==> config.mk <==
export PLATFORM = sky130hd
export DESIGN_NAME = sgld_line_step
export DESIGN_NICKNAME = d
export VERILOG_FILES = /design/src/hdl/sgld_pkg.sv /design/src/hdl/sgld_line_step.sv
export SDC_FILE = /design/constraint.sdc
export NUM_CORES = 1
export LEC_CHECK = 0
export ABC_CLOCK_PERIOD_IN_PS = 10300
export BUFFER_PORTS_ARGS = -buffer_cell sky130_fd_sc_hd__buf_2
export CORE_UTILIZATION = 35
export DETAILED_ROUTE_END_ITERATION = 8
export GPL_TIMING_DRIVEN = 0
export REMOVE_ABC_BUFFERS = 1
export SYNTH_ARGS = -nofsm -noshare
export SYNTH_HDL_FRONTEND = slang
export SYNTH_SLANG_ARGS = --single-unit
==> constraint.sdc <==
create_clock -name vclk -period 10.3
set_input_delay 2.06 -clock vclk [all_inputs]
set_output_delay 2.06 -clock vclk [all_outputs]
set_load 0.05 [all_outputs]
==> src/hdl/sgld_pkg.sv <==
`default_nettype none

package sgld_pkg;

	// operation codes carried on tuser
	localparam logic [1:0] OP_READ  = 2'd0;
	localparam logic [1:0] OP_LINE  = 2'd1;
	localparam logic [1:0] OP_SHIFT = 2'd2;
	localparam logic [1:0] OP_CLEAR = 2'd3;

	localparam int OP_W     = 2;
	localparam int COORD_W  = 12;             // input coordinate fields
	localparam int PT_W     = COORD_W + 1;    // walking point and differences
	localparam int SPAN_W   = COORD_W;        // absolute span of a line
	localparam int ERR_W    = SPAN_W + 1;     // error term stays below twice the major span
	localparam int FILL_W   = 8;
	localparam int CELLV_W  = 8;
	localparam int WCNT_W   = 9;
	localparam int IN_DW    = 80;
	localparam int OUT_DW   = 24;

	typedef logic signed [PT_W-1:0] pt_t;

	// result of one Bresenham error update
	typedef struct packed {
		logic [ERR_W-1:0] err_next;
		logic             minor_step;
	} step_res_t;

endpackage

`default_nettype wire

==> src/hdl/sgld_line_step.sv <==
`default_nettype none

module sgld_line_step (
	input  wire logic [sgld_pkg::ERR_W-1:0]  err,
	input  wire logic [sgld_pkg::SPAN_W-1:0] minr,
	input  wire logic [sgld_pkg::SPAN_W-1:0] maj,
	output sgld_pkg::step_res_t              res
);

	logic [sgld_pkg::ERR_W-1:0] sum;
	logic [sgld_pkg::ERR_W-1:0] maj_ext;

	always_comb begin
		maj_ext = {1'b0, maj};
		sum     = err + {1'b0, minr};
		if (sum >= maj_ext) begin
			res.err_next   = sum - maj_ext;
			res.minor_step = 1'b1;
		end else begin
			res.err_next   = sum;
			res.minor_step = 1'b0;
		end
	end

endmodule

`default_nettype wire
### Yosys cells after proc, flatten, opt, wreduce, memory -nomap -nowiden

Index checks and enable logic that the tools add are counted.

* register bits after elaboration: 0
* input bits: 37
* output and inout bits: 14
* word-level logic and storage cells: 4

* $add $sub $neg: 2
* order comparisons: 1
* mux-type cells: 1

Operators with widths (count)
* $mux 14: 1
* $add 13x12->13: 1
* $ge 13x12->1: 1
* $sub 13x12->13: 1

### Logic depth before layout (Yosys ltp)

* depth in word-level cells: 3
* depth in mapped cells: 16

### Worst setup path after synthesis

Ideal clock, no wire load.

* kind: in2out
* start: in err[0] in the netlist's numbering
* end: out res[1] in the netlist's numbering
* arrival time: 5755 ps
* required time: 8240 ps
* slack: 2485 ps
* stages: 14
* path buffers: 1
* cell sequence: ha_1 -> inv_1 -> fa_1 -> nand2b_1 -> a21oi_1 -> o31ai_1 -> o311ai_0 -> ha_1 -> and3_1 -> a41oi_1 -> inv_1 -> nor3b_4 -> buf_6 -> mux2i_1

RTL lines
* start: declaration: line sgld_line_step.sv:4 `input wire logic [sgld_pkg::ERR_W-1:0] err,`
* end: declaration: line sgld_line_step.sv:7 `output sgld_pkg::step_res_t res`

==> results.py <==
metrics = {
    "sta": {
        "fmax_ghz": 0.1199,
        "worst_pin_slew_ps": 790.4,
        "holdWs_ps": 4594,
        "min_period_ps": 8339,
        "hold_viol": 0,
        "drv_slew": 0,
        "setup_violations": 0,
        "setup_tns_ps": 0,
        "rsz0062_at_grt": "no",
        "slew_headroom": 0.4725,
        "period_share": 0.8096,
    },
    "detailed_routing": {
        "drc": 0,
        "drt-initial-drc-count": 32,
        "final_antenna_net_count": 0,
        "routedWlPerCell_um": 11.22,
        "vias_per_cell": 5.119,
        "drt_wl_total_um": 3209,
        "dr.pass1.iters": 4,
        "vias": 1464,
    },
    "cells_and_area": {
        "nets": 303,
        "seqCellArea_um2": 0,
        "nFillCells": 405,
        "final_common_cell": "buf_2",
        "final_cell_mix": "51 x buf_2, 24 x ha_1, 21 x inv_1",
        "syn_to_final_growth_pct": 20.26,
        "seq_cells": 0,
        "drive_above_1_share": 0.2815,
        "clock_buffers": 0,
        "antenna_cells": 0,
    },
    "hold_path": {
        "hold_path.class": "input port to primary output",
    },
    "synthesis": {
        "syn_area_per_cell_um2": 7.646,
        "synth_fa_ha_area_frac": 0.2355,
        "yosys.area_share.xor_xnor": 0.09091,
        "seq_area_frac_synth": 0,
        "synthSimpleGateAreaFrac": 0.1567,
        "synth_compound_area_frac": 0.3333,
        "netlist_instances": 189,
        "synth_top_area_frac": 0.2078,
        "yosys.area.top_type": "ha_1",
        "yosysWarningCount": 0,
        "synth.distinct_cells": 44,
        "synth_top_family_by_area": "compound AO/OA/AOI/OAI gates",
        "synth_area_leaders": "ha_1 21%, mux2_4 8.3%, a21oi_1 6.6%",
        "muxShareOfSynthArea": 0.1134,
        "synth_area_mm2": 0.001445,
    },
    "flow_run": {
        "max-cap-violations": 0,
    },
    "floorplanning": {
        "dieArea_mm2": 0.004390,
        "die_w_um": 66.26,
        "die_y_um": 66.26,
        "start_util": 0.3804,
        "io-pin-count": 51,
        "rows": 22,
        "core_mm2": 0.003799,
    },
    "global_routing": {
        "grt.total_usage": 0.1502,
        "antenna_found_initial": 0,
        "grt_max_degree": 13,
        "gr-total-overflow": 0,
        "grt_pass1_vias": 1296,
        "grt_pass1_wl_um": 5395,
    },
    "setup_path": {
        "crit_path_max_incr_delay_ps": 690,
        "critical_path_class": "input port to primary output",
        "cp_slowest_cell": "nor3b_4",
        "crit_arrival_ps": 6280,
        "path_cells": "buf_2 -> ha_1 -> inv_1 -> fa_1 -> nand2b_1 -> a21oi_1 -> o31ai_1 -> a21boi_0 -> ha_1 -> and3_1 -> and2_1 -> a41oi_1 -> inv_1 -> nor3b_4 -> mux2_2 -> buf_2",
        "cp.required_ps": 8240,
        "end_kind": "primary output",
        "cp-start-kind": "input port",
        "crit_fanout": 12,
    },
    "placement": {
        "io_buffer_count": 51,
        "gp_congestion": 0.7822,
        "hpwlAfterDp_um": 2822,
    },
    "cts": {
        "ctsHoldBuffers": 0,
        "cts-resized-gates": 0,
        "post-cts-setup-buffers": 0,
    },
    "power": {
        "power_density_mw_per_mm2": 174.9,
        "ir_drop_mv": 0.07982,
        "leakage_nw": 0.9246,
    },
    "outcome": {
        "status": "complete, no violations",
    },
}
## cell type report
type	count	area, um^2	share of cell area
multi-input combinational	166	1344	0.7732
timing repair buffer	51	255.2	0.1469
inverter	21	78.83	0.04536
tap	48	60.06	0.03456
## where the power goes
| group | switching (mW) | internal (mW) |
|---|---|---|
| Clock | 0 | 0 |
| Sequential | 0 | 0 |
| Combinational | 0.191 | 0.113 |
## path summary, 6_finish.rpt
| path | from | end | slack (ps) | cells after the start |
|---|---|---|---|---|
| setup / recovery | err[0] | res[2] | 1960 | 16 |
| hold / removal | maj[0] | res[1] | 4590 | 4 |
## critical path, delay by kind of cell
kind            cells  cell delay [ps]
simple gates        4             1220
fa+ha+maj           3              780
compound gates      4             1270
mux                 1              400
buf+inv             4              520
## cells in the mapped netlist
| library cell | n |
|---|---|
| nor3b_4 | 1 |
| o21ai_0 | 10 |
| a21oi_1 | 19 |
| xnor2_1 | 9 |
| nor3_1 | 1 |
| nor2b_1 | 3 |
| o31a_1 | 1 |
| a21o_1 | 11 |
| a2111oi_0 | 1 |
| nand2b_1 | 4 |
| nor3b_1 | 1 |
| mux2_4 | 8 |
| and2_1 | 1 |
| and4_1 | 1 |
| fa_1 | 2 |
| nor2_1 | 12 |
| o2111ai_1 | 2 |
| xor2_1 | 6 |
| inv_1 | 21 |
| nand3_1 | 2 |
| mux2_2 | 3 |
| buf_6 | 2 |
| a221o_1 | 2 |
| o221a_2 | 1 |
| o311ai_0 | 1 |
| nand4_1 | 1 |
| a211oi_1 | 1 |
| o211ai_1 | 4 |
| o31ai_1 | 3 |
| o211a_1 | 1 |
| and3_1 | 4 |
| o21bai_1 | 2 |
| or3_1 | 1 |
| nor4_1 | 1 |
| a2111oi_2 | 1 |
| a21boi_0 | 1 |
| mux2i_1 | 1 |
| nand2_1 | 10 |
| o21ai_1 | 1 |
| a31o_2 | 2 |
| a41oi_1 | 1 |
| a211o_1 | 2 |
| ha_1 | 24 |
| o21a_1 | 3 |
## through the flow
step | instance area (um^2) | setup slack (ps) | power [mW] | std cells | util
3_5_place_dp | 1738 | 1941 | 0.3040 | 286 | 0.4575
4_1_cts | 1738 | 1919 | 0.3056 | 286 | 0.4575
5_1_grt | 1738 | 1543 | 0.3269 | 286 | 0.4575
6_report | 1738 | 1961 | 0.3039 | 286 | 0.4575
3_3_place_gp | 1738 | 1945 | 0.3041 | 286 | 0.4575
2_1_floorplan | 1423 | 2291 | 0.2515 | 187 | -
## routing by layer
| layer | global-route usage | wire (um) | vias up |
|---|---|---|---|
| met5 | 0 | 0 | - |
| met4 | 0 | 0 | 0 |
| met3 | 0 | 48 | 0 |
| met2 | 0.2755 | 1476 | 20 |
| met1 | 0.2069 | 1684 | 640 |
| li1 | - | - | 804 |
## logic make-up (layout without fill, tap and decap cells)
kind of cell | Yosys count | count (layout)
XOR/XNOR | 15 | 15
adder cells (fa/ha/maj) | 26 | 26
multiplexers | 12 | 12
buffers and inverters | 23 | 72
AO/OA/AOI/OAI | 70 | 70
AND/OR/NAND/NOR | 43 | 43
No activity file was read; power rests on OpenSTA's default activity.
